File: src/hdl/clt_pkg.sv
// Package for the command line tokenizer: parser state, result word types,
// byte constants and character class functions.
// No dependencies.
package clt_pkg;

  typedef enum logic [3:0] {
    PM_FIRST  = 4'd0,
    PM_DQ     = 4'd1,
    PM_SQ     = 4'd2,
    PM_ARG    = 4'd3,
    PM_DASH   = 4'd4,
    PM_SHORT  = 4'd5,
    PM_DDASH  = 4'd6,
    PM_LONG   = 4'd7,
    PM_EQ     = 4'd8,
    PM_EQDQ   = 4'd9,
    PM_EQSQ   = 4'd10,
    PM_EQARG  = 4'd11
  } parse_mode_t;

  typedef enum logic [1:0] {
    EM_PLAIN = 2'd0,
    EM_DQ    = 2'd1,
    EM_SQ    = 2'd2
  } escape_mode_t;

  typedef enum logic [1:0] {
    ACT_NONE   = 2'd0,
    ACT_APPEND = 2'd1,
    ACT_END    = 2'd2
  } act_t;

  localparam logic CFG_ESCAPE = 1'b0;
  localparam logic CFG_WRAP   = 1'b1;

  localparam logic [7:0] CH_NUL       = 8'h00;
  localparam logic [7:0] CH_DASH      = 8'h2D;
  localparam logic [7:0] CH_UNDER     = 8'h5F;
  localparam logic [7:0] CH_EQUAL     = 8'h3D;
  localparam logic [7:0] CH_BACKSLASH = 8'h5C;
  localparam logic [7:0] CH_SQUOTE    = 8'h27;
  localparam logic [7:0] CH_DQUOTE    = 8'h22;
  localparam logic [7:0] CH_SPACE     = 8'h20;

  localparam int RES_MAX = 3;

  typedef struct packed {
    parse_mode_t  pm;
    escape_mode_t em;
    logic         after_bs;
    logic         started;
    logic [7:0]   held_byte;
    logic         held_valid;
  } state_t;

  typedef struct packed {
    logic [7:0] out_char;
    logic       has_char;
    logic       token_last;
  } res_t;

  typedef struct packed {
    res_t [RES_MAX-1:0] res;
    logic [1:0]         count;
  } res_set_t;

  function automatic logic is_blank(input logic [7:0] c);
    return (c == CH_SPACE) || (c >= 8'd9 && c <= 8'd13);
  endfunction

  function automatic logic is_norm(input logic [7:0] c);
    return (c >= 8'h30 && c <= 8'h39) || (c >= 8'h41 && c <= 8'h5A) ||
           (c >= 8'h61 && c <= 8'h7A) || c == CH_DASH || c == CH_UNDER;
  endfunction

  function automatic logic is_meta(input logic [7:0] c);
    return c == 8'h3C || c == 8'h3E || c == 8'h28 || c == 8'h29 ||
           c == 8'h3B || c == 8'h26 || c == 8'h7C;
  endfunction

endpackage

File: src/hdl/clt_step.sv
// One parser step of the tokenizer: next state and up to three result words
// for one input byte. Pure combinational logic.
// Depends on clt_pkg.
module clt_step (
  input  clt_pkg::state_t   st,
  input  logic [7:0]        ch,
  input  logic              escape_enable,
  input  logic              wrap_enable,
  output clt_pkg::state_t   st_next,
  output clt_pkg::res_set_t res_set
);

  clt_pkg::parse_mode_t pm;
  clt_pkg::act_t        act;
  logic [7:0]           gen [3];
  logic [1:0]           gcnt;
  logic [7:0]           seq [4];
  logic [2:0]           slen;
  logic [2:0]           slast;

  always_comb begin
    pm  = st.pm;
    act = clt_pkg::ACT_NONE;
    unique case (st.pm)
      clt_pkg::PM_DQ, clt_pkg::PM_EQDQ: begin
        if (ch == clt_pkg::CH_DQUOTE) begin
          pm  = clt_pkg::PM_FIRST;
          act = clt_pkg::ACT_END;
        end else begin
          act = clt_pkg::ACT_APPEND;
        end
      end
      clt_pkg::PM_SQ, clt_pkg::PM_EQSQ: begin
        if (ch == clt_pkg::CH_SQUOTE) begin
          pm  = clt_pkg::PM_FIRST;
          act = clt_pkg::ACT_END;
        end else begin
          act = clt_pkg::ACT_APPEND;
        end
      end
      clt_pkg::PM_ARG: begin
        if (clt_pkg::is_blank(ch)) begin
          pm  = clt_pkg::PM_FIRST;
          act = clt_pkg::ACT_END;
        end else if (ch != clt_pkg::CH_DQUOTE && ch != clt_pkg::CH_SQUOTE) begin
          act = clt_pkg::ACT_APPEND;
        end
      end
      clt_pkg::PM_DASH: begin
        if (ch == clt_pkg::CH_DASH) begin
          pm  = clt_pkg::PM_DDASH;
          act = clt_pkg::ACT_APPEND;
        end else if (clt_pkg::is_norm(ch)) begin
          pm  = clt_pkg::PM_SHORT;
          act = clt_pkg::ACT_APPEND;
        end else begin
          pm  = clt_pkg::PM_FIRST;
          act = clt_pkg::ACT_END;
        end
      end
      clt_pkg::PM_DDASH: begin
        if (clt_pkg::is_norm(ch)) begin
          pm  = clt_pkg::PM_LONG;
          act = clt_pkg::ACT_APPEND;
        end else begin
          pm  = clt_pkg::PM_FIRST;
          act = clt_pkg::ACT_END;
        end
      end
      clt_pkg::PM_SHORT, clt_pkg::PM_LONG: begin
        if (clt_pkg::is_norm(ch)) begin
          act = clt_pkg::ACT_APPEND;
        end else if (ch == clt_pkg::CH_EQUAL) begin
          pm  = clt_pkg::PM_EQ;
          act = clt_pkg::ACT_END;
        end else begin
          pm  = clt_pkg::PM_FIRST;
          act = clt_pkg::ACT_END;
        end
      end
      clt_pkg::PM_EQ: begin
        if (clt_pkg::is_blank(ch)) begin
          pm  = clt_pkg::PM_FIRST;
          act = clt_pkg::ACT_END;
        end else if (ch == clt_pkg::CH_DQUOTE) begin
          pm = clt_pkg::PM_EQDQ;
        end else if (ch == clt_pkg::CH_SQUOTE) begin
          pm = clt_pkg::PM_EQSQ;
        end else begin
          pm  = clt_pkg::PM_EQARG;
          act = clt_pkg::ACT_APPEND;
        end
      end
      clt_pkg::PM_EQARG: begin
        if (clt_pkg::is_blank(ch)) begin
          pm  = clt_pkg::PM_FIRST;
          act = clt_pkg::ACT_END;
        end else begin
          act = clt_pkg::ACT_APPEND;
        end
      end
      default: begin
        if (clt_pkg::is_blank(ch)) begin
          pm = clt_pkg::PM_FIRST;
        end else if (ch == clt_pkg::CH_DASH) begin
          pm  = clt_pkg::PM_DASH;
          act = clt_pkg::ACT_APPEND;
        end else if (ch == clt_pkg::CH_DQUOTE) begin
          pm = clt_pkg::PM_DQ;
        end else if (ch == clt_pkg::CH_SQUOTE) begin
          pm = clt_pkg::PM_SQ;
        end else if (ch == clt_pkg::CH_EQUAL) begin
          pm = clt_pkg::PM_EQ;
        end else begin
          pm  = clt_pkg::PM_ARG;
          act = clt_pkg::ACT_APPEND;
        end
      end
    endcase
    if (ch == clt_pkg::CH_NUL) begin
      pm  = clt_pkg::PM_FIRST;
      act = clt_pkg::ACT_END;
    end
  end

  always_comb begin
    st_next    = st;
    st_next.pm = pm;
    res_set    = '0;
    gen[0]     = clt_pkg::CH_NUL;
    gen[1]     = clt_pkg::CH_NUL;
    gen[2]     = clt_pkg::CH_NUL;
    gcnt       = 2'd0;
    seq[0]     = clt_pkg::CH_NUL;
    seq[1]     = clt_pkg::CH_NUL;
    seq[2]     = clt_pkg::CH_NUL;
    seq[3]     = clt_pkg::CH_NUL;
    slen       = 3'd0;
    slast      = 3'd0;

    if (st.held_valid) begin
      seq[0] = st.held_byte;
      slen   = 3'd1;
    end

    if (act == clt_pkg::ACT_APPEND) begin
      if (!st.started) begin
        st_next.started = 1'b1;
        if (wrap_enable) begin
          gen[gcnt] = clt_pkg::CH_SQUOTE;
          gcnt      = gcnt + 2'd1;
        end
      end
      if (!escape_enable) begin
        st_next.after_bs = 1'b0;
        st_next.em       = clt_pkg::EM_PLAIN;
        gen[gcnt]        = ch;
        gcnt             = gcnt + 2'd1;
      end else if (st.after_bs) begin
        st_next.after_bs = 1'b0;
        gen[gcnt]        = clt_pkg::CH_BACKSLASH;
        gcnt             = gcnt + 2'd1;
        gen[gcnt]        = ch;
        gcnt             = gcnt + 2'd1;
      end else if (ch == clt_pkg::CH_BACKSLASH) begin
        st_next.after_bs = 1'b1;
      end else begin
        unique case (st.em)
          clt_pkg::EM_DQ: begin
            if (ch == clt_pkg::CH_DQUOTE) begin
              st_next.em = clt_pkg::EM_PLAIN;
            end
          end
          clt_pkg::EM_SQ: begin
            if (ch == clt_pkg::CH_SQUOTE) begin
              st_next.em = clt_pkg::EM_PLAIN;
              if (wrap_enable) begin
                gen[gcnt] = clt_pkg::CH_BACKSLASH;
                gcnt      = gcnt + 2'd1;
              end
            end
          end
          default: begin
            if (clt_pkg::is_meta(ch)) begin
              gen[gcnt] = clt_pkg::CH_BACKSLASH;
              gcnt      = gcnt + 2'd1;
            end else if (ch == clt_pkg::CH_DQUOTE) begin
              st_next.em = clt_pkg::EM_DQ;
            end else if (ch == clt_pkg::CH_SQUOTE) begin
              st_next.em = clt_pkg::EM_SQ;
              gen[gcnt]  = clt_pkg::CH_BACKSLASH;
              gcnt       = gcnt + 2'd1;
            end
          end
        endcase
        gen[gcnt] = ch;
        gcnt      = gcnt + 2'd1;
      end

      for (int i = 0; i < clt_pkg::RES_MAX; i++) begin
        if (2'(i) < gcnt) begin
          seq[slen[1:0]] = gen[i];
          slen           = slen + 3'd1;
        end
      end
      if (gcnt != 2'd0) begin
        slast              = slen - 3'd1;
        st_next.held_byte  = seq[slast[1:0]];
        st_next.held_valid = 1'b1;
        res_set.count      = slast[1:0];
        for (int i = 0; i < clt_pkg::RES_MAX; i++) begin
          if (3'(i) < slast) begin
            res_set.res[i] = '{out_char: seq[i], has_char: 1'b1, token_last: 1'b0};
          end
        end
      end
    end else if (act == clt_pkg::ACT_END) begin
      if (st.started) begin
        if (wrap_enable) begin
          seq[slen[1:0]] = clt_pkg::CH_SQUOTE;
          slen           = slen + 3'd1;
        end
        if (slen == 3'd0) begin
          res_set.res[0] = '{out_char: clt_pkg::CH_NUL, has_char: 1'b0, token_last: 1'b1};
          res_set.count  = 2'd1;
        end else begin
          res_set.count = slen[1:0];
          for (int i = 0; i < 2; i++) begin
            if (3'(i) < slen) begin
              res_set.res[i] = '{out_char: seq[i], has_char: 1'b1,
                                 token_last: (3'(i + 1) == slen)};
            end
          end
        end
      end
      st_next.started    = 1'b0;
      st_next.held_byte  = clt_pkg::CH_NUL;
      st_next.held_valid = 1'b0;
      st_next.em         = clt_pkg::EM_PLAIN;
      st_next.after_bs   = 1'b0;
    end
  end

endmodule

File: src/hdl/clt_outbuf.sv
// Result buffer of the tokenizer: holds the words of one step and hands
// them out one per handshake. Depends on clt_pkg.
module clt_outbuf (
  input  logic              clk,
  input  logic              rst,
  input  logic              load,
  input  clt_pkg::res_set_t res_set,
  output logic              room,
  output logic              result_valid,
  input  logic              result_stall,
  output logic [7:0]        out_char,
  output logic              has_char,
  output logic              token_last
);

  clt_pkg::res_t entry [clt_pkg::RES_MAX];
  logic [1:0]    rem;
  logic [1:0]    rd;
  logic          pop;
  clt_pkg::res_t head;

  assign pop          = result_valid && !result_stall;
  assign room         = (rem == 2'd0) || (rem == 2'd1 && pop);
  assign result_valid = rem != 2'd0;
  assign head         = entry[rd];
  assign out_char     = head.out_char;
  assign has_char     = head.has_char;
  assign token_last   = head.token_last;

  always_ff @(posedge clk) begin
    if (rst) begin
      rem <= 2'd0;
      rd  <= 2'd0;
    end else if (load) begin
      rem <= res_set.count;
      rd  <= 2'd0;
    end else if (pop) begin
      rem <= rem - 2'd1;
      rd  <= rd + 2'd1;
    end
  end

  always_ff @(posedge clk) begin
    if (load) begin
      for (int i = 0; i < clt_pkg::RES_MAX; i++) begin
        entry[i] <= res_set.res[i];
      end
    end
  end

endmodule

File: src/hdl/command_line_tokenizer.sv
// Command line tokenizer: an accepted byte is registered, then its result
// words in the result buffer. One byte per cycle while each yields at most one
// word and result_stall is low; a byte that yields more holds the input while
// the one-word result port hands them out (up to three words per byte).
// Synchronous active-high reset: parser between tokens, result buffer
// empty, escape_enable 1, wrap_enable 0. Depends on clt_pkg, clt_step, clt_outbuf.
module command_line_tokenizer (
  input  logic       clk,
  input  logic       rst,
  input  logic       item_valid,
  output logic       item_stall,
  input  logic [7:0] ch,
  output logic       result_valid,
  input  logic       result_stall,
  output logic [7:0] out_char,
  output logic       has_char,
  output logic       token_last,
  input  logic       cfg_valid,
  output logic       cfg_ready,
  input  logic       cfg_index,
  input  logic       cfg_data
);

  logic              escape_enable;
  logic              wrap_enable;
  logic              in_full;
  logic [7:0]        ch_q;
  logic              room;
  logic              step_go;
  clt_pkg::state_t   st;
  clt_pkg::state_t   st_next;
  clt_pkg::res_set_t res_set;

  assign cfg_ready  = 1'b1;
  assign step_go    = in_full && room;
  assign item_stall = in_full && !room;

  always_ff @(posedge clk) begin
    if (rst) begin
      escape_enable <= 1'b1;
      wrap_enable   <= 1'b0;
    end else if (cfg_valid && cfg_ready) begin
      if (cfg_index == clt_pkg::CFG_ESCAPE) begin
        escape_enable <= cfg_data;
      end else begin
        wrap_enable <= cfg_data;
      end
    end
  end

  always_ff @(posedge clk) begin
    if (rst) begin
      in_full <= 1'b0;
    end else if (item_valid && !item_stall) begin
      in_full <= 1'b1;
    end else if (step_go) begin
      in_full <= 1'b0;
    end
  end

  always_ff @(posedge clk) begin
    if (item_valid && !item_stall) begin
      ch_q <= ch;
    end
  end

  always_ff @(posedge clk) begin
    if (rst) begin
      st <= '{pm: clt_pkg::PM_FIRST, em: clt_pkg::EM_PLAIN, after_bs: 1'b0,
              started: 1'b0, held_byte: clt_pkg::CH_NUL, held_valid: 1'b0};
    end else if (step_go) begin
      st <= st_next;
    end
  end

  clt_step u_step (
    .st            (st),
    .ch            (ch_q),
    .escape_enable (escape_enable),
    .wrap_enable   (wrap_enable),
    .st_next       (st_next),
    .res_set       (res_set)
  );

  clt_outbuf u_outbuf (
    .clk          (clk),
    .rst          (rst),
    .load         (step_go),
    .res_set      (res_set),
    .room         (room),
    .result_valid (result_valid),
    .result_stall (result_stall),
    .out_char     (out_char),
    .has_char     (has_char),
    .token_last   (token_last)
  );

endmodule
File: config.mk
export PLATFORM = sky130hd
export DESIGN_NAME = command_line_tokenizer
export DESIGN_NICKNAME = d
export VERILOG_FILES = /design/src/hdl/clt_pkg.sv /design/src/hdl/clt_step.sv /design/src/hdl/clt_outbuf.sv /design/src/hdl/command_line_tokenizer.sv
export SDC_FILE = /design/constraint.sdc
export NUM_CORES = 1
export LEC_CHECK = 0
export ABC_AREA = 1
export ABC_CLOCK_PERIOD_IN_PS = 6000
export BUFFER_PORTS_ARGS = -buffer_cell sky130_fd_sc_hd__buf_2
export CORE_UTILIZATION = 55
export CTS_CLUSTER_DIAMETER = 30
export CTS_CLUSTER_SIZE = 30
export DETAILED_ROUTE_END_ITERATION = 8
export GPL_ROUTABILITY_DRIVEN = 0
export PLACE_DENSITY = 0.82
export RECOVER_POWER = 50
export SLEW_MARGIN = 5
export SYNTH_ARGS = -nofsm -noshare
export SYNTH_HDL_FRONTEND = slang
export SYNTH_SLANG_ARGS = --single-unit
File: constraint.sdc
create_clock -name clk -period 6 [get_ports clk]
set_input_delay 1.2 -clock clk [delete_from_list [all_inputs] [get_ports clk]]
set_output_delay 1.2 -clock clk [all_outputs]
set_load 0.01 [all_outputs]
# After elaboration in Yosys (flattened, before gate mapping)
# Memory sizes are Yosys's and may differ from the RTL's. A register that Yosys moved wholly into a read port is not among the register bits.
# Index checks and enable logic that the tools add are counted.
# op_classes
muxes	143
n_eq_ne	45
reduce_logical	51
n_addsub	9
order_cmp	29
n_bitwise	14
# ops
cell	count
two-way mux 24 bit	13
two-way mux 32 bit	8
bitwise mux 32 bit	3
demux 8 bit (select 2 bit)	6
== test 8 x 6 -> 1 bit (second input constant)	11
two-way mux 8 bit	11
two-way mux 2 bit	39
bitwise mux 24 bit	3
two-way mux 10 bit	7
two-way mux 22 bit	3
two-way mux 4 bit	14
case mux 24 bit (2 select lines)	1
two-way mux 3 bit	13
case mux 4 bit (7 select lines)	1
two-way mux 13 bit	2
== test 8 x 7 -> 1 bit (second input constant)	3
greater-or-equal comparator 3 bit (second input constant)	7
< comparator 3 x 1 -> 1 bit (second input constant)	6
inverter 2 -> 3 bit	6
AND 16 bit	1
binary-select mux 8 bit (select 2 bit)	1
== test 4 x 3 -> 1 bit (second input constant)	4
== test 4 bit (second input constant)	4
greater-or-equal comparator 8 x 7 -> 1 bit (second input constant)	2
53 further kinds	122
# word_totals
n_memories	1
mem_bits_rw	30
output_inout_bits	13
in_bits	15
word_cells	304
reg_bits	32
# mem_list
name	depth	width	read_ports	rd_ports_with_merged_regs	wr	line	text
u_outbuf.entry	3	10	1	1	3	clt_outbuf.sv:16	clt_pkg::res_t entry [clt_pkg::RES_MAX];

# Depth between registers and ports, before layout
# Gate-level depths: netlist (run 1).
# depth
word_depth	46
ltp_mapped	31
depth_no_buf	29

# Hierarchy
# From an unflattened synthesis (run 1), not the netlist that was laid out.
# unflattened
hier_cells	1009
hier_area_um2	6187.2
# modules_own_cells
module	instances	area_per_inst_um2	seq_area_each_um2	cells_each
clt_step	1	3627.2	0.0	754
clt_outbuf	1	1470.2	1021.0	116
command_line_tokenizer	1	1089.8	640.6	139

# Least setup slack after synthesis (run 1)
# No wires, ideal clock.
# synth_path
path_type	register to register
start	reg ch_q[4]
end	mem u_outbuf.entry[0][1] (netlist name), data pin
path_stages_with_launch	31
path_buffers	2
setup_time_ns	0.259
arrival_ns	4.583
required_time_ns	5.741
path_slack_ns	1.157
synth_period_minus_slack_ns	4.843
cell_sequence	edfxtp_1 -> inv_4 -> nand2_2 -> nor2_4 -> nand2_4 -> ha_1 -> nand2_1 -> nand2_2 -> nand2_2 -> nand3_4 -> nand2_1 -> ha_1 -> o21ai_1 -> inv_1 -> nand2_2 -> inv_1 -> ha_1 -> nand2_1 -> clkbuf_1 -> o21ai_0 -> inv_1 -> ha_1 -> nor2_1 -> a21oi_1 -> ha_1 -> buf_2 -> clkinv_1 -> or2_4 -> nand2_8 -> o21ai_4 -> or2_1
# synth_rtl
item	line	text
start: declaration	command_line_tokenizer.sv:27	logic [7:0] ch_q;
start signal: assignment	command_line_tokenizer.sv:63	ch_q <= ch;
end: declaration	clt_outbuf.sv:16	

==> results of run 1 <==
[registers in the layout, indices dropped and copies added (netlist names), named ones only]
name	cells
u_outbuf.entry	29
escape_enable	1
wrap_enable	1
ch_q	8
st	17
in_full	1
u_outbuf.rd	2
u_outbuf.rem	2
[layout make-up]
type | instances | area, µm²
fillers | 847 | 3530
multi-input cells | 620 | 3140
flip-flops and latches | 63 | 1630
inverters | 113 | 439
clock buffers | 11 | 174
well taps | 129 | 161
repair buffers | 28 | 138
clock inverters | 5 | 67.6
[placed cells by master (no fill, tap or decap), drive strengths merged, types with 9 or more instances in the layout]
cell type,n
a21oi,91
buf,22
clkbuf,17
dfxtp,26
edfxtp,37
ha,18
inv,113
nand2,251
nand3,63
nor2,95
nor3,9
o211ai,10
o21ai,49
[path summary, 6_finish.rpt]
check / start / endpoint / slack, ps
hold / removal: st[8] / st[8] / 480
setup / recovery: ch_q[6] / u_outbuf.entry[0][1] / 520
hold reg to reg: st[8] / st[8] / 480
setup reg to reg: ch_q[6] / u_outbuf.entry[0][1] / 520
[stage by stage]
stage	utilization [%]	area (µm²)	worst slack, ps	hold WS (ps)
floorplan	-	5300	1160	445
global placement	59.5	5520	864	455
detailed placement	59.5	5520	649	460
CTS	62.1	5760	625	472
global route	61.9	5750	216	494
finish	61.9	5750	522	476
[kinds of logic after synthesis]
kind of cell             after synthesis  synth area share [%]
AND/OR/NAND/NOR                      430                  36.3
adder cells (fa/ha/maj)               18                  4.25
buffers and inverters                129                  9.90
AO/OA/AOI/OAI                        169                  18.2
flip-flops                            63                  30.8
XOR/XNOR                               2                 0.473
other                                  1                0.0708
[worst max-delay path, delay by kind of cell (launching register included)]
kind                     cells  cell delay [ps]
flip-flops                   1              470
AND/OR/NAND/NOR             14             1940
adder cells (fa/ha/maj)      5             1540
buffers and inverters        5              740
AO/OA/AOI/OAI                4              540
[routing by layer]
metal	part of all wire (%)	GRT usage, %	vias to the layer above
met5	0	0	-
met4	5.2	17.2	0
met3	9.5	4.74	88
met2	47	53.9	373
met1	39	40.4	2542
li1	-	-	2708
[Yosys cell counts (2+ instances only)]
cell type,number
nand2_1,229
inv_1,98
nor2_1,87
a21oi_1,86
nand3_1,59
o21ai_0,46
edfxtp_1,37
dfxtp_1,26
ha_1,18
nand2_2,16
o211ai_1,9
inv_2,8
nor3_1,8
clkbuf_1,7
a211oi_1,5
a21oi_2,5
buf_2,5
nand2_4,5
nand4_1,5
nor2_2,4
nor2_4,4
buf_4,3
clkinv_1,3
nor4_1,3
a221oi_1,2
a31oi_1,2
inv_4,2
inv_6,2
nand3_2,2
nand3_4,2
nand4_2,2
o21ai_1,2
o21bai_1,2
o31ai_1,2
==> impl_metrics.ini, run 1 <==
[outcome]
status = finished, violations left
violations = capacitance limit, slew limit

[critical_path]
r2r.worst_path.cells = 28
crit_fanout = 13
path_class = flop to flop
slowest_delay_ps = 480
crit_arrival_ps = 5570
start_kind = flop
crit_top_cell = ha_1
crit_required_ps = 6100
cpMaxStageDelayCell = ha_1
setup.worst_path.end_class = flop

[clocking]
cts_setup_buffers = 0
clk_pin_slew_ps = 80
cts_num_sinks = 63
postCtsHoldBufs = 0
numCtsBuffers = 9
clock_latency_ps = 350
htree_levels = 3
cts_tree = built
clock_path_buffers = 2
cts_root_buf = clkbuf_8
cts-resized-gates = 0

[placement]
port_buffers = 26
dp_cells = 953
post-dp-hpwl_um = 12000

[timing]
report.final.slew_viol_count = 39
fin_crit_ps = 5480
setup_violations = 0
post-route-period-util_pct = 91.3
hold_viol = 0
fmax_mhz = 183
setup_tns_ps = 0
rsz0062_at_grt = false
worst_pin_slew_ps = 2800
skew_ps = 12.5
relSlewSlack_pct = -87.6

[drt]
dr_total_vias = 5711
wl_um = 15600
postRouteAntennaNets = 0
drt_iter0_drc = 935
firstDrtPassIters = 7
drc_errors = 0
viasPerCell = 5.89
wire_per_inst_um = 16.1

[flow_run]
drv_cap = 1

[die]
die-area_mm2 = 0.0100
fp.dieW_um = 100
initial_core_util_pct = 57.0
die_h_um = 100
core_mm2 = 0.00928
fp-row-count = 35
io_pins = 28

[cells_and_area]
stdcell_count = 969
drive_above_1_share_pct = 11.5
final_nets = 868
area_delta_synth_final_pct = 8.55
num_antenna_cells = 0

[grt]
grt_first_pass_wirelength_um = 25300
grt_max_degree = 39
grt_use_total_pct = 32.3
grt_overflow_total = 0
grt_pass1_vias = 5263
antenna_found_initial = 0

[synth]
synthTopCellsByArea = edfxtp_1 21%, nand2_1 16%, dfxtp_1 9.8%, a21oi_1 8.1%, inv_1 6.9%
synth_cell_types = 50
synth_top_area_share_pct = 21.0
synth_fp_nets = 845
syn_area_per_cell_um2 = 6.52
yosysWarnings = 0
seq_area_frac_synth_pct = 30.8
yosys_register_bits = 63
synth_area_leader_cell = edfxtp_1
synth_cells = 812
syn_area_mm2 = 0.00530
async_flop_share_pct = 0
synth_edf_count = 37
ys.flop_type = edfxtp_1

[worst_hold_path]
min_path_type = flop to flop
hold_path_depth = 2
Power of run 1 is not shown: default switching activity piles up to over one toggle a cycle in this logic, so the estimate is an artifact.
==> run 2, diff against run 1 <==
Settings changed: CTS_BUF_LIST set to sky130_fd_sc_hd__clkbuf_8.
==> run 2 against run 1 <==
The flow still finishes with violations (capacitance limit, slew limit). Setup slack improved by 4.4 ps. First-iteration DRC count rose by 1.5%. Final area rose by 0.17%. Flip-flop and latch count did not move. Utilization rose by 0.11 points. Final cell count did not move. Critical path depth did not move. Highest routed layer unchanged.
==> impl_metrics.ini, run 2 (same netlist as run 1, synthesis figures left out) <==
[drt]
firstDrtPassIters = 7
drt_iter0_drc = 949
wire_per_inst_um = 16.1
viasPerCell = 5.88
wl_um = 15600
dr_total_vias = 5694
drc_errors = 0
postRouteAntennaNets = 0

[clocking]
cts_root_buf = clkbuf_8
clk_pin_slew_ps = 80
postCtsHoldBufs = 0
clock_path_buffers = 2
htree_levels = 3
cts_tree = built
numCtsBuffers = 9
cts-resized-gates = 0
clock_latency_ps = 350
cts_setup_buffers = 0
cts_num_sinks = 63

[grt]
grt_use_total_pct = 32.3
grt_first_pass_wirelength_um = 25300
antenna_found_initial = 0
grt_pass1_vias = 5263
grt_overflow_total = 0
grt_max_degree = 39

[die]
die-area_mm2 = 0.0100
io_pins = 28
die_h_um = 100
initial_core_util_pct = 57.0
core_mm2 = 0.00928
fp.dieW_um = 100
fp-row-count = 35

[cells_and_area]
top_regs = u_outbuf.entry: 29 flops, st: 17 flops, ch_q: 8 flops
area_delta_synth_final_pct = 8.74
layout_common_cells = 229 x nand2_1, 98 x inv_1, 88 x nor2_1
top_register = u_outbuf.entry
fillerInstances = 845
final_nets = 868
num_antenna_cells = 0
largest_reg_flops = 29
drive_above_1_share_pct = 11.5
final_common_cell = nand2_1

[critical_path]
rr_endpoint = u_outbuf.entry[0][1]
rr_startpoint = ch_q[6]
path_class = flop to flop
start_kind = flop
crit_arrival_ps = 5570
crit_required_ps = 6090
crit_fanout = 13
r2r.worst_path.cells = 28
cpMaxStageDelayCell = ha_1
r2r_setup_slack_ps = 530
slowest_delay_ps = 480
setup.worst_path.end_class = flop
crit_top_cell = ha_1

[outcome]
violations = capacitance limit, slew limit
status = finished, violations left

[timing]
setup_tns_ps = 0
fmax_mhz = 183
relSlewSlack_pct = -87.9
fin_crit_ps = 5470
setup_violations = 0
post-route-period-util_pct = 91.2
skew_ps = 14.1
hold_viol = 0
rsz0062_at_grt = false
report.final.slew_viol_count = 39
worst_pin_slew_ps = 2810

[worst_hold_path]
min_path_type = flop to flop
hold_path_depth = 2
hold_start = st[8]
hold_end = st[8]

[placement]
port_buffers = 26
post-dp-hpwl_um = 12000

[flow_run]
drv_cap = 1
-- run 2: stage by stage --
step                worst slack (ps)  util (%)  cell area, µm²  cells  hold slack [ps]
floorplan                       1160         -            5300    812              445
global placement                 864      59.5            5520    953              455
detailed placement               649      59.5            5520    953              460
CTS                              624      62.2            5770    969              472
global route                     215      62.0            5760    969              494
finish                           526      62.0            5760    969              473
-- run 2: layer usage --
| metal | vias to the layer above | track usage, % | part of all wire [%] |
|---|---|---|---|
| li1 | 2711 | - | - |
| met1 | 2494 | 40.4 | 38 |
| met2 | 391 | 53.9 | 46 |
| met3 | 98 | 4.74 | 10 |
| met4 | 0 | 17.2 | 5.8 |
| met5 | - | 0 | 0 |
-- run 2: final cells by class --
class / instances / area (µm²) / share of cell area [%]
inverters: 113 / 439 / 7.63
flip-flops and latches: 63 / 1630 / 28.3
clock inverters: 7 / 128 / 2.22
clock buffers: 9 / 124 / 2.15
multi-input cells: 620 / 3140 / 54.5
well taps: 129 / 161 / 2.80
repair buffers: 28 / 138 / 2.39
-- run 2: worst max path at each step --
stage | from | endpoint | cells past startpoint
after CTS | ch_q[6] | u_outbuf.entry[0][1] | 28
after detailed placement | ch_q[6] | u_outbuf.entry[0][1] | 28
final | ch_q[6] | u_outbuf.entry[0][1] | 28
after global routing | ch_q[6] | u_outbuf.entry[0][1] | 28
after global placement | ch_q[6] | u_outbuf.entry[0][1] | 28
after floorplan | ch_q[4] | u_outbuf.entry[0][1] | 30
-- run 2: critical path: cells and delay by family, from the launching register on --
family                   cells  cell delay (ps)
AND/OR/NAND/NOR             14             1940
adder cells (fa/ha/maj)      5             1540
buffers and inverters        5              740
AO/OA/AOI/OAI                4              530
flip-flops                   1              470
Power of run 2 is left out for the same reason.
==> run 3, diff against run 2 <==
Settings changed: BUFFER_PORTS_ARGS -buffer_cell sky130_fd_sc_hd__buf_2 to -buffer_cell sky130_fd_sc_hd__buf_4.
==> run 3 against run 2 <==
The flow still finishes with violations (capacitance limit, slew limit). Final cell count grew 0.10%. Critical path type unchanged. Fmax grew 0.57%. Non-clock buffer count is the same. Die area is the same. Routed wire length shrank 0.10%. Setup slack gained 31 ps. First-iteration DRC count shrank 20%. Highest routed layer unchanged. Via count grew 1.6%.
==> impl_metrics.ini, run 3 (same netlist as run 1, synthesis figures left out) <==
[outcome]
status = finished, violations left
violations = capacitance limit, slew limit

[clocking]
htree_levels = 3
postCtsHoldBufs = 0
cts_tree = built
clock_latency_ps = 360
cts_num_sinks = 63
cts_setup_buffers = 0
clk_pin_slew_ps = 90
numCtsBuffers = 9
clock_path_buffers = 2
cts_root_buf = clkbuf_8
cts-resized-gates = 0

[worst_hold_path]
min_path_type = flop to flop
hold_end = st[4]
hold_path_depth = 2
hold_start = st[4]

[flow_run]
drv_cap = 1

[critical_path]
rr_startpoint = ch_q[3]
r2r.worst_path.cells = 28
crit_arrival_ps = 5540
worst-path-buf-inv = 5
path_class = flop to flop
crit_fanout = 13
cpMaxStageDelayCell = edfxtp_1
crit_top_cell = ha_1
crit_family = simple AND/OR/NAND/NOR gates
r2r_setup_slack_ps = 560
crit_required_ps = 6100
slowest_delay_ps = 500
rr_endpoint = u_outbuf.entry[0][1]
start_kind = flop
setup.worst_path.end_class = flop

[grt]
groute.layer.met3.usage_pct = 5.50
gr-max-usage-layer = met2
grt_max_degree = 39
use_met2_pct = 53.4
use_met1_pct = 38.6
grt_first_pass_wirelength_um = 25100
grt_use_total_pct = 31.8
grt_overflow_total = 0
grt_pass1_vias = 5276
antenna_found_initial = 1

[placement]
dp_cells = 953
post-dp-hpwl_um = 11900
port_buffers = 26

[drt]
wire_per_inst_um = 16.0
drt_iter0_drc = 762
firstDrtPassIters = 7
dr_total_vias = 5785
wl_um = 15500
drc_errors = 0
postRouteAntennaNets = 0
viasPerCell = 5.96

[timing]
setup_violations = 0
report.final.slew_viol_count = 39
worst_pin_slew_ps = 2920
post-route-period-util_pct = 90.7
relSlewSlack_pct = -95.6
rsz0062_at_grt = false
setup_tns_ps = 0
fmax_mhz = 184
skew_ps = 20.9
hold_viol = 0
fin_crit_ps = 5440

[cells_and_area]
top_register = u_outbuf.entry
regArea_mm2 = 0.00163
final_common_cell = nand2_1
fillerInstances = 849
largest_reg_flops = 29
stdcell_count = 970
multiInputGateArea_mm2 = 0.00314
top_regs = u_outbuf.entry: 29 flops, st: 17 flops, ch_q: 8 flops
final_nets = 868
layout_common_cells = 229 x nand2_1, 98 x inv_1, 88 x nor2_1
drive_above_1_share_pct = 11.7
area_delta_synth_final_pct = 9.80

[die]
fp.dieW_um = 100
die-area_mm2 = 0.0100
die_h_um = 100
fp-row-count = 35
core_mm2 = 0.00928
initial_core_util_pct = 57.0
io_pins = 28
-- run 3: metrics by stage --
stage	instance area [µm²]	util, %	hold slack [ps]	setup slack (ps)
2_1_floorplan	5300	-	445	1160
3_3_place_gp	5590	60.2	455	848
3_5_place_dp	5590	60.2	456	638
4_1_cts	5840	62.9	467	624
5_1_grt	5810	62.6	481	172
6_report	5820	62.6	469	558
-- run 3: routing by layer --
layer	routed length (µm)	share of wire, %
met1	5800	37
met2	7060	45
met3	1730	11
met4	954	6.1
met5	0	0
-- run 3: area by class of cell --
class                   count  area share [%]
flip-flops and latches     63            28.1
inverters                 113            7.55
well taps                 129            2.78
repair buffers             28            3.29
clock buffers               9            2.13
diodes                      1          0.0430
clock inverters             7            2.19
multi-input cells         620            54.0
-- run 3: how the worst max path moves through the flow --
| stage | startpoint | endpoint | slack [ps] | cells after the start |
|---|---|---|---|---|
| finish | ch_q[3] | u_outbuf.entry[0][1] | 560 | 28 |
| detailed placement | ch_q[6] | u_outbuf.entry[0][1] | 640 | 28 |
| global placement | ch_q[6] | u_outbuf.entry[0][1] | 850 | 28 |
| floorplan | ch_q[4] | u_outbuf.entry[0][1] | 1160 | 30 |
| global route | ch_q[6] | u_outbuf.entry[0][8] | 170 | 29 |
| CTS | ch_q[6] | u_outbuf.entry[0][1] | 620 | 28 |
-- run 3: tightest hold or removal path: cells and delay by family, from the launching register on --
| kind | cells | cell delay (ps) |
|---|---|---|
| compound gates | 1 | 50 |
| flops | 1 | 310 |
| simple gates | 1 | 60 |
Power of run 3 is left out for the same reason.
